===== src/rtl/hcq_pkg.sv =====
// ----------------------------------------------------------------------------
// hcq_pkg
// Shared types and constants for the EMG hysteresis command qualifier.
// ----------------------------------------------------------------------------
`default_nettype none

package hcq_pkg;

  localparam int unsigned DataW  = 8;
  localparam int unsigned ShiftW = 3;
  localparam int unsigned IndexW = 3;

  // Register indexes of the configuration port.
  localparam logic [IndexW-1:0] RegBaseline     = 3'd0;
  localparam logic [IndexW-1:0] RegCloseDelta   = 3'd1;
  localparam logic [IndexW-1:0] RegOpenDelta    = 3'd2;
  localparam logic [IndexW-1:0] RegSmoothShift  = 3'd3;
  localparam logic [IndexW-1:0] RegConfirmCount = 3'd4;

  // Reset values.
  localparam logic [DataW-1:0]  BaselineRst     = 8'd128;
  localparam logic [DataW-1:0]  CloseDeltaRst   = 8'd12;
  localparam logic [DataW-1:0]  OpenDeltaRst    = 8'd8;
  localparam logic [ShiftW-1:0] SmoothShiftRst  = 3'd2;
  localparam logic [DataW-1:0]  ConfirmCountRst = 8'd3;
  localparam logic [DataW-1:0]  LevelRst        = 8'd128;

  localparam logic [DataW-1:0]  CloseCap        = 8'd250;
  localparam logic [DataW-1:0]  CountMax        = 8'd255;

  typedef enum logic [1:0] {
    CMD_HOLD  = 2'd0,
    CMD_OPEN  = 2'd1,
    CMD_CLOSE = 2'd2
  } cmd_e;

  typedef struct packed {
    logic [DataW-1:0]  baseline;
    logic [DataW-1:0]  close_delta;
    logic [DataW-1:0]  open_delta;
    logic [ShiftW-1:0] smooth_shift;
    logic [DataW-1:0]  confirm_count;
  } cfg_t;

endpackage

`default_nettype wire


===== src/rtl/hcq_cfg.sv =====
// ----------------------------------------------------------------------------
// hcq_cfg
// Configuration register file, written through a valid/ready channel.
// ----------------------------------------------------------------------------
`default_nettype none

module hcq_cfg
  import hcq_pkg::*;
(
  input  wire logic              clk_i,
  input  wire logic              rst_ni,
  input  wire logic              cfg_valid_i,
  input  wire logic [IndexW-1:0] cfg_index_i,
  input  wire logic [DataW-1:0]  cfg_data_i,
  output cfg_t                   cfg_o
);

  cfg_t cfg_q;

  always_ff @(posedge clk_i or negedge rst_ni) begin
    if (!rst_ni) begin
      cfg_q.baseline      <= BaselineRst;
      cfg_q.close_delta   <= CloseDeltaRst;
      cfg_q.open_delta    <= OpenDeltaRst;
      cfg_q.smooth_shift  <= SmoothShiftRst;
      cfg_q.confirm_count <= ConfirmCountRst;
    end else if (cfg_valid_i) begin
      case (cfg_index_i)
        RegBaseline:     cfg_q.baseline      <= cfg_data_i;
        RegCloseDelta:   cfg_q.close_delta   <= cfg_data_i;
        RegOpenDelta:    cfg_q.open_delta    <= cfg_data_i;
        RegSmoothShift:  cfg_q.smooth_shift  <= cfg_data_i[ShiftW-1:0];
        RegConfirmCount: cfg_q.confirm_count <= cfg_data_i;
        default: ;
      endcase
    end
  end

  assign cfg_o = cfg_q;

endmodule

`default_nettype wire


===== src/rtl/hcq_core.sv =====
// ----------------------------------------------------------------------------
// hcq_core
// IIR smoothing, hysteresis thresholds and confirm counters.
// ----------------------------------------------------------------------------
`default_nettype none

module hcq_core
  import hcq_pkg::*;
(
  input  wire logic             clk_i,
  input  wire logic             rst_ni,
  input  wire cfg_t             cfg_i,
  input  wire logic             commit_i,
  input  wire logic [DataW-1:0] sample_i,
  output cmd_e                  command_o,
  output logic      [DataW-1:0] level_o
);

  logic [DataW-1:0] level_q, level_d;
  logic [DataW-1:0] above_q, above_d;
  logic [DataW-1:0] below_q, below_d;

  logic signed [DataW:0]   diff;
  logic signed [DataW:0]   step;
  logic signed [DataW:0]   level_sum;
  logic        [DataW:0]   close_sum;
  logic signed [DataW+1:0] close_t;
  logic signed [DataW+1:0] open_raw;
  logic signed [DataW+1:0] open_t;
  logic signed [DataW+1:0] lv_s;
  logic        [DataW-1:0] above_inc;
  logic        [DataW-1:0] below_inc;

  // Arithmetic right shift gives the floor of the division for both signs.
  assign diff      = $signed({1'b0, sample_i}) - $signed({1'b0, level_q});
  assign step      = diff >>> cfg_i.smooth_shift;
  assign level_sum = $signed({1'b0, level_q}) + step;
  assign level_d   = level_sum[DataW-1:0];
  assign level_o   = level_d;

  assign close_sum = {1'b0, cfg_i.baseline} + {1'b0, cfg_i.close_delta};
  assign close_t   = (close_sum > {1'b0, CloseCap}) ? $signed({2'b00, CloseCap})
                                                    : $signed({1'b0, close_sum});
  assign open_raw  = $signed({2'b00, cfg_i.baseline}) - $signed({2'b00, cfg_i.open_delta});

  always_comb begin
    open_t = open_raw;
    if (open_t < 0) open_t = '0;
    // With a close threshold of zero this yields -1, so open is unreachable.
    if (open_t >= close_t) open_t = close_t - 10'sd1;
  end

  assign lv_s      = $signed({2'b00, level_d});
  assign above_inc = (above_q == CountMax) ? above_q : above_q + 8'd1;
  assign below_inc = (below_q == CountMax) ? below_q : below_q + 8'd1;

  always_comb begin
    command_o = CMD_HOLD;
    above_d   = '0;
    below_d   = '0;
    if (lv_s > close_t) begin
      above_d = above_inc;
      if (above_inc >= cfg_i.confirm_count) begin
        command_o = CMD_CLOSE;
        above_d   = '0;
      end
    end else if (lv_s < open_t) begin
      below_d = below_inc;
      if (below_inc >= cfg_i.confirm_count) begin
        command_o = CMD_OPEN;
        below_d   = '0;
      end
    end
  end

  always_ff @(posedge clk_i or negedge rst_ni) begin
    if (!rst_ni) begin
      level_q <= LevelRst;
      above_q <= '0;
      below_q <= '0;
    end else if (commit_i) begin
      level_q <= level_d;
      above_q <= above_d;
      below_q <= below_d;
    end
  end

  a_counters_exclusive: assert property (@(posedge clk_i) disable iff (!rst_ni)
    !(above_q != '0 && below_q != '0))
    else $error("above and below counters both nonzero");

  a_close_clears: assert property (@(posedge clk_i) disable iff (!rst_ni)
    (commit_i && command_o == CMD_CLOSE) |=> (above_q == '0 && below_q == '0))
    else $error("close command did not clear the counters");

  a_open_clears: assert property (@(posedge clk_i) disable iff (!rst_ni)
    (commit_i && command_o == CMD_OPEN) |=> (above_q == '0 && below_q == '0))
    else $error("open command did not clear the counters");

  a_level_between: assert property (@(posedge clk_i) disable iff (!rst_ni)
    commit_i |-> ((level_d >= level_q && level_d <= sample_i) ||
                  (level_d <= level_q && level_d >= sample_i)))
    else $error("filtered level left the span of old level and sample");

endmodule

`default_nettype wire


===== src/rtl/emg_hysteresis_command_qualifier_top.sv =====
// ----------------------------------------------------------------------------
// emg_hysteresis_command_qualifier_top
// EMG sample smoother with hysteresis thresholds and confirmed open/close.
// ----------------------------------------------------------------------------
// One sample is taken per cycle while the input is not stalled, and each yields
// exactly one result: the sample lands in an input register, the filter,
// threshold and counter update is combinational, and the result sits in an
// output register. A new sample can be accepted every cycle unless the input
// is stalled by a blocked result; the state update of one sample feeds the
// next. The configuration port is always ready and should be written
// only while no samples are in flight.
`default_nettype none

module emg_hysteresis_command_qualifier_top
  import hcq_pkg::*;
(
  input  wire logic              clk_i,
  input  wire logic              rst_ni,
  input  wire logic              in_valid_i,
  output logic                   in_stall_o,
  input  wire logic [DataW-1:0]  sample_i,
  output logic                   out_valid_o,
  input  wire logic              out_stall_i,
  output logic      [1:0]        command_o,
  output logic      [DataW-1:0]  smoothed_level_o,
  output logic      [DataW-1:0]  sample_echo_o,
  input  wire logic              cfg_valid_i,
  output logic                   cfg_ready_o,
  input  wire logic [IndexW-1:0] cfg_index_i,
  input  wire logic [DataW-1:0]  cfg_data_i
);

  cfg_t             cfg;
  logic             s1_valid_q;
  logic [DataW-1:0] s1_sample_q;
  logic             advance;
  logic             commit;
  cmd_e             core_cmd;
  logic [DataW-1:0] core_level;
  logic             out_valid_q;
  logic [1:0]       cmd_q;
  logic [DataW-1:0] level_q;
  logic [DataW-1:0] echo_q;

  assign cfg_ready_o = 1'b1;

  hcq_cfg u_cfg (
    .clk_i       (clk_i),
    .rst_ni      (rst_ni),
    .cfg_valid_i (cfg_valid_i),
    .cfg_index_i (cfg_index_i),
    .cfg_data_i  (cfg_data_i),
    .cfg_o       (cfg)
  );

  // The result register frees when empty or when its transaction completes.
  assign advance    = !out_valid_q || !out_stall_i;
  assign commit     = s1_valid_q && advance;
  assign in_stall_o = s1_valid_q && !advance;

  always_ff @(posedge clk_i or negedge rst_ni) begin
    if (!rst_ni) begin
      s1_valid_q <= 1'b0;
    end else if (!in_stall_o) begin
      s1_valid_q <= in_valid_i;
    end
  end

  always_ff @(posedge clk_i) begin
    if (!in_stall_o && in_valid_i) begin
      s1_sample_q <= sample_i;
    end
  end

  hcq_core u_core (
    .clk_i     (clk_i),
    .rst_ni    (rst_ni),
    .cfg_i     (cfg),
    .commit_i  (commit),
    .sample_i  (s1_sample_q),
    .command_o (core_cmd),
    .level_o   (core_level)
  );

  always_ff @(posedge clk_i or negedge rst_ni) begin
    if (!rst_ni) begin
      out_valid_q <= 1'b0;
    end else if (advance) begin
      out_valid_q <= s1_valid_q;
    end
  end

  always_ff @(posedge clk_i) begin
    if (commit) begin
      cmd_q   <= core_cmd;
      level_q <= core_level;
      echo_q  <= s1_sample_q;
    end
  end

  assign out_valid_o      = out_valid_q;
  assign command_o        = cmd_q;
  assign smoothed_level_o = level_q;
  assign sample_echo_o    = echo_q;

  a_stall_cause: assert property (@(posedge clk_i) disable iff (!rst_ni)
    in_stall_o |-> (s1_valid_q && out_valid_q && out_stall_i))
    else $error("input stalled without a blocked result");

  a_commit_fills: assert property (@(posedge clk_i) disable iff (!rst_ni)
    commit |=> out_valid_q)
    else $error("committed transaction did not reach the result register");

  a_no_reserved_cmd: assert property (@(posedge clk_i) disable iff (!rst_ni)
    out_valid_o |-> (command_o == CMD_HOLD || command_o == CMD_OPEN ||
                     command_o == CMD_CLOSE))
    else $error("reserved command code on the output");

endmodule

`default_nettype wire


===== config.mk =====
export PLATFORM = sky130hd
export DESIGN_NAME = emg_hysteresis_command_qualifier_top
export DESIGN_NICKNAME = d
export VERILOG_FILES = /design/src/rtl/hcq_pkg.sv /design/src/rtl/hcq_cfg.sv /design/src/rtl/hcq_core.sv /design/src/rtl/emg_hysteresis_command_qualifier_top.sv
export SDC_FILE = /design/constraint.sdc
export NUM_CORES = 1
export LEC_CHECK = 0
export BUFFER_PORTS_ARGS = -buffer_cell sky130_fd_sc_hd__buf_2
export CAP_MARGIN = 20
export CORE_MARGIN = 2
export CORE_UTILIZATION = 60
export DETAILED_ROUTE_END_ITERATION = 6
export HOLD_SLACK_MARGIN = 0.03
export PLACE_DENSITY = 0.86
export RECOVER_POWER = 50
export SYNTH_ARGS = -nofsm -noshare
export SYNTH_HDL_FRONTEND = slang
export SYNTH_SLANG_ARGS = --single-unit

===== constraint.sdc =====
create_clock -name clk_i -period 12.7 [get_ports clk_i]
set_input_delay 1.905 -clock clk_i [delete_from_list [all_inputs] [get_ports clk_i]]
set_output_delay 1.905 -clock clk_i [all_outputs]
set_load 0.02 [all_outputs]

==> impl_metrics.csv, run 1 <==
group,metric,value,unit
clocking,cts.htree.levels,3,
hold_path,hold_class,"reg -> reg",
detailed_routing,final_antenna_net_count,0,
placed_design,place_congestion,0.9178,
detailed_routing,vias,5099,
critical_path,crit_arrival,6630,ps
yosys,yosysWarnings,0,
floorplanning,rows,37,
grt,grt_pass1_vias,5079,
grt,grt_overflow_total,0,
hold_path,hold_depth,0,
yosys,ys_ff_latch,87,
grt,grt_usage,26.96,%
critical_path,endpoint_kind,"flop",
final_layout,fin_nets,794,
detailed_routing,drt_pass1_iterations,6,
final_layout,fillers,819,
grt,grt_first_pass_wirelength,24050,um
floorplanning,die-area,11300,um2
clocking,cts_buffers,9,
placed_design,post-place-ws,6494,ps
sta,post-route-period-util,49.82,%
yosys,syn_avg_cell_area,9.643,um2
yosys,synthFlopType,"dfrtp_1",
critical_path,cp-startpoint,"s1_sample_q[0]$_DFFE_PP_",
floorplanning,io_pins,45,
critical_path,cp_max_fo,6,
job,cap_violations,1,
sta,rsz0062_at_grt,"no",
sta,setup_viol,0,
critical_path,critPathKind,"reg -> reg",
yosys,ys_seq_area_share,36.91,%
detailed_routing,drc,0,
critical_path,r2r-end,"u_core.below_q[0]$_DFFE_PN0P_",
detailed_routing,routedWlPerCell,17.43,um
clocking,clk_pin_slew_worst_paths,100,ps
final_layout,n_antenna_cell,0,
sta,fin_ws,6373,ps
run_status,status,"finished, violations left",
yosys,synth.net_count,752,
yosys,ys_types,72,
clocking,insertion_delay,370,ps
sta,drv_slew,62,
sta,slew_headroom,-121.6,%
clocking,cts_sinks,87,
hold_path,min_to,"sample_echo_o[0]$_DFFE_PP_",
floorplanning,die_y,106.3,um
critical_path,cp-start-kind,"flop",
clocking,cts_hold_buf,0,
clocking,clk_path_buf_depth,2,
sta,finalClockSkew,7.311,ps
floorplanning,start_util,61.36,%
clocking,root_buffer,"clkbuf_8",
sta,worstMarginPinSlew,3325,ps
detailed_routing,via_per_inst,6.114,
placed_design,io_buffers,43,
hold_path,holdCritStartpoint,"s1_sample_q[0]$_DFFE_PP_",
critical_path,r2r-start,"s1_sample_q[0]$_DFFE_PP_",
clocking,cts_tree,"yes",
grt,antenna_found_initial,0,
yosys,synth-edff-count,26,
final_layout,syn2layout_area_growth,8.730,%
critical_path,cp_data_required_time,13000,ps
floorplanning,die_w,106.3,um
sta,fin_hold_ws,455.7,ps
clocking,post_cts_buffers,0,
clocking,post_cts_resized,0,
final_layout,drive_above_1_share,15.90,%
placed_design,dp_hpwl,10900,um
yosys,syn_area,6277,um2
sta,fin_crit,6327,ps
sta,hold_viol,0,
final_layout,layoutNonFillerInstCount,834,
yosys,syn_inst,651,
critical_path,worstRegToRegCells,27,
floorplanning,core_area,10230,um2
grt,grt_max_degree,62,
detailed_routing,dr.first_iter.drc_count,343,
run_status,violations,"max-capacitance violations, max-slew violations",
critical_path,reg2reg_slack,6370,ps
sta,max_freq,158.0,MHz
detailed_routing,wl,14540,um
sta,tns,0,ps
placed_design,placed_cells,818,
yosys,synthArstFlopShare,70.11,%
==> how the worst max path moves through the flow <==
stage / to / slack, ps / cells after the start
after floorplan: u_core.below_q[2]$_DFFE_PN0P_ / 7380 / 27
after global placement: u_core.below_q[2]$_DFFE_PN0P_ / 6920 / 27
after detailed placement: u_core.below_q[3]$_DFFE_PN0P_ / 6490 / 27
after CTS: u_core.below_q[3]$_DFFE_PN0P_ / 6470 / 27
after global routing: u_core.below_q[2]$_DFFE_PN0P_ / 5960 / 27
final: u_core.below_q[0]$_DFFE_PN0P_ / 6370 / 27
==> layer usage <==
layer  track usage [%]  vias to the layer above  part of all wire [%]
li1                  -                     2420                     -
met3             3.801                       59                   7.0
met1             33.61                     2377                    42
met4             14.66                        0                   4.2
met5                 0                        -                     0
met2             45.19                      243                    47
==> critical path: stages, from the launching register on <==
cell	delay, ps
edfxtp_1	390
inv_1	70
ha_1	160
inv_1	60
fa_1	410
a21oi_1	260
o21ai_0	110
a21oi_1	230
o21bai_1	90
a21oi_1	340
mux2i_1	200
mux2_2	320
a21oi_1	150
ha_1	240
a21o_1	150
a21oi_1	210
nor2b_1	70
o21ai_0	260
nand2b_1	140
xor2_1	330
ha_1	310
o21a_1	100
o21ai_0	150
a21oi_1	60
o31ai_1	580
o41ai_4	240
o41ai_1	460
o2bb2ai_1	170
==> per-stage QoR <==
| stage | utilization [%] | instance area [um2] |
|---|---|---|
| 6_report | 66.71 | 6825 |
| 5_1_grt | 66.71 | 6825 |
| 4_1_cts | 66.82 | 6837 |
| 3_5_place_dp | 64.77 | 6626 |
| 3_3_place_gp | 64.77 | 6626 |
| 2_1_floorplan | - | 6277 |
==> cells in the mapped netlist (2+ instances only) <==
master | count | area [um2]
a211oi_1 | 5 | 37.54
a21o_1 | 12 | 90.09
a21oi_1 | 30 | 150.1
a22o_1 | 5 | 43.79
a31oi_1 | 2 | 12.51
and2_1 | 4 | 25.02
and3_1 | 5 | 31.28
clkbuf_1 | 12 | 45.04
dfrtp_1 | 53 | 1326
dfstp_2 | 8 | 210.2
edfxtp_1 | 26 | 780.8
fa_1 | 4 | 80.08
ha_1 | 73 | 913.4
inv_1 | 47 | 176.4
mux2_2 | 23 | 259.0
mux2i_1 | 8 | 80.08
nand2_1 | 62 | 232.7
nand2b_1 | 11 | 68.82
nand3_1 | 22 | 110.1
nand4_1 | 6 | 37.54
nor2_1 | 45 | 168.9
nor2b_1 | 10 | 62.56
nor3_1 | 12 | 60.06
nor3b_1 | 5 | 37.54
o211ai_1 | 4 | 30.03
o21a_1 | 10 | 75.07
o21ai_0 | 56 | 280.3
o21ai_1 | 3 | 15.01
o21bai_1 | 3 | 22.52
o22a_1 | 2 | 17.52
o31a_1 | 2 | 17.52
o31ai_2 | 4 | 50.05
o41ai_1 | 6 | 52.55
or2_2 | 2 | 12.51
or4_1 | 2 | 15.01
xnor2_1 | 23 | 201.4
xor2_1 | 9 | 78.83
==> kinds of logic after synthesis <==
logic type,after synthesis,share of synthesized area [%]
and+or+nand+nor,196,15.21
AOI/OAI and AO/OA,161,17.58
DFF,87,36.91
adders and majority gates,77,15.83
buffers and inverters,64,3.926
xor gates and xnor gates,33,4.724
muxes,32,5.760
other,1,0.05974
==> cell type report <==
class | count | area [um2] | share of cell area [%]
sequential | 87 | 2317 | 33.95
tap | 136 | 170.2 | 2.493
clock buffer | 9 | 123.9 | 1.815
timing repair buffer | 47 | 234.0 | 3.428
multi-input combinational | 500 | 3714 | 54.41
clock inverter | 7 | 86.33 | 1.265
inverter | 48 | 180.2 | 2.640
==> placed cells by master (no fill, tap or decap), types with 4 or more instances in the layout <==
master / instances
mux2_2: 23
dfrtp_1: 53
xor2_1: 9
and3_1: 5
inv_1: 47
nand2b_1: 11
a21oi_1: 30
a22o_1: 5
o41ai_1: 6
nor2_1: 45
ha_1: 73
xnor2_1: 23
nand2_1: 62
edfxtp_1: 26
nand4_1: 6
clkbuf_1: 5
clkbuf_8: 9
o21a_1: 10
nor3_1: 12
dfstp_2: 8
nand3_1: 22
o211ai_1: 4
fa_1: 4
nor3b_1: 5
a211oi_1: 5
buf_2: 40
o31ai_2: 4
mux2i_1: 8
o21ai_0: 56
a21o_1: 12
nor2b_1: 10
==> state kept, by name, indices dropped and copies added (netlist names) <==
register and cells:
u_core.level_q 8, sample_echo_o 8, u_core.above_q 8, command_o 2, u_core.below_q 8, out_valid_o 1
u_cfg.cfg_o 35, smoothed_level_o 8, s1_valid_q 1, s1_sample_q 8
Power of run 1 is not shown: default switching activity piles up to over one toggle a cycle in this logic, so the estimate is an artifact.
==> run 2, diff against run 1 <==
==> constraint.sdc (replaced) <==
create_clock -name clk_i -period 6.3 [get_ports clk_i]
set_input_delay 0.945 -clock clk_i [delete_from_list [all_inputs] [get_ports clk_i]]
set_output_delay 0.945 -clock clk_i [all_outputs]
set_load 0.02 [all_outputs]
==> run 2 against run 1 <==
- the flow still finishes with violations (max-capacitance violations, max-slew violations)
- critical path depth did not move
- count of clock-buffer cells in the layout grew 2
- cell area barely moved
- global-route usage decreased by 0.85 points
==> impl_metrics.csv, run 2 (synthesis results as in run 1) <==
group,metric,value,unit
sta,rsz0062_at_grt,"no",
clocking,clk_path_buf_depth,2,
detailed_routing,wl,13920,um
floorplanning,die_y,106.3,um
final_layout,n_antenna_cell,0,
sta,fin_crit,5901,ps
final_layout,drive_above_1_share,16.17,%
detailed_routing,drt_pass1_iterations,4,
sta,setup_viol,0,
final_layout,layout_commonest_cell,"ha_1",
grt,met1_usage,32.36,%
critical_path,cp.depth,27,
critical_path,cp_common_cell,"a21oi_1",
clocking,cts_sinks,87,
clocking,cts_hold_buf,0,
grt,grt_max_degree,62,
grt,grt_overflow_total,0,
grt,met2_usage,43.50,%
critical_path,cp_data_required_time,6580,ps
detailed_routing,routedWlPerCell,16.67,um
clocking,cts.htree.levels,3,
final_layout,fin_nets,795,
final_layout,final_cell_mix,"ha_1, nand2_1, o21ai_0, dfrtp_1, inv_1",
detailed_routing,dr.first_iter.drc_count,224,
critical_path,endpoint_kind,"flop",
floorplanning,die-area,11300,um2
grt,grt_first_pass_wirelength,23110,um
sta,tns,0,ps
run_status,status,"finished, violations left",
sta,post-route-period-util,93.67,%
placed_design,io_buffers,43,
detailed_routing,drc,0,
clocking,cts_tree,"yes",
clocking,insertion_delay,370,ps
sta,drv_slew,62,
critical_path,cp_max_fo,6,
critical_path,cpPeakStageDelay,430,ps
grt,met3_usage,5.702,%
placed_design,dp_hpwl,10940,um
floorplanning,die_w,106.3,um
clocking,root_buffer,"clkbuf_8",
sta,worstMarginPinSlew,3221,ps
grt,grt_pass1_vias,5031,
final_layout,syn2layout_area_growth,8.790,%
critical_path,crit_arrival,6180,ps
hold_path,hold_depth,0,
final_layout,largest_reg_flops,35,
hold_path,hold_class,"reg -> reg",
placed_design,place_congestion,0.9878,
floorplanning,rows,37,
run_status,violations,"max-capacitance violations, max-slew violations",
grt,top_usage_layer,"met2",
job,cap_violations,1,
floorplanning,start_util,61.36,%
critical_path,critPathKind,"reg -> reg",
critical_path,slowest_stage,"or3_4",
detailed_routing,final_antenna_net_count,0,
floorplanning,core_area,10230,um2
detailed_routing,vias,4962,
grt,grt_usage,26.11,%
critical_path,crit_buf_inv,2,
sta,max_freq,169.5,MHz
detailed_routing,via_per_inst,5.943,
sta,finalClockSkew,8.892,ps
critical_path,worstRegToRegCells,27,
critical_path,critPathTopFamily,"compound AO/OA/AOI/OAI gates",
clocking,clk_pin_slew_worst_paths,80,ps
floorplanning,io_pins,45,
clocking,cts_buffers,9,
sta,hold_viol,0,
grt,antenna_found_initial,0,
critical_path,cp-start-kind,"flop",
sta,slew_headroom,-114.7,%
run 2: cell count changes in the layout (fill, tap and decap cells not counted), moves of 2 or more:
| cell | delta |
|---|---|
| clkinv_1 | +3 |
| inv_6 | -2 |
| buf_2 | +2 |
| inv_8 | -2 |
run 2: path summary, 6_finish.rpt:
check	start	end	slack, ps
hold reg to reg	s1_sample_q[7]$_DFFE_PP_	sample_echo_o[7]$_DFFE_PP_	470
setup / recovery	s1_sample_q[0]$_DFFE_PP_	u_core.below_q[4]$_DFFE_PN0P_	400
hold / removal	s1_sample_q[7]$_DFFE_PP_	sample_echo_o[7]$_DFFE_PP_	470
setup reg to reg	s1_sample_q[0]$_DFFE_PP_	u_core.below_q[4]$_DFFE_PN0P_	400
max in group asynchronous	rst_ni	u_cfg.cfg_o[25]$_DFFE_PN0P_	2750
min in group asynchronous	rst_ni	u_core.level_q[4]$_DFFE_PN0P_	1740
run 2: cell type report:
class,instances,area (um2)
Clock inverter,5,48.80
Clock buffer,11,131.4
Inverter,48,180.2
Timing Repair Buffer,48,244.0
Tap cell,136,170.2
Sequential cell,87,2317
Fill cell,793,3402
Multi-Input combinational cell,500,3737
run 2: metrics by stage:
stage | setup WS (ps) | instance area (um2) | instances | hold WS (ps) | utilization [%]
CTS | 247.4 | 6814 | 835 | 472.5 | 66.60
global route | 11.00 | 6829 | 835 | 483.8 | 66.75
global placement | 486.7 | 6634 | 819 | 451.6 | 64.84
floorplan | 981.8 | 6277 | 651 | 426.4 | -
detailed placement | 291.8 | 6634 | 819 | 443.6 | 64.84
finish | 398.9 | 6829 | 835 | 468.3 | 66.75
run 2: repair_timing:
action,4_1_cts,5_1_grt
setup buffers,0,0
gates resized for setup,0,5
endpoints found under the setup margin,0,7
run 2: worst register-to-register path: cells and delay by family (launching register included):
family,cells,cell delay (ps)
fa+ha+maj,4,1190
compound gates,14,2620
buf+inv,2,150
simple gates,3,600
xor+xnor,2,440
mux,2,440
flops,1,390
run 2: layer usage:
layer	vias to the layer above	share of wire, %
met2	163	48
met3	32	5.6
li1	2420	-
met4	0	3.0
met5	-	0
met1	2347	43
Power of run 2 is left out for the same reason.
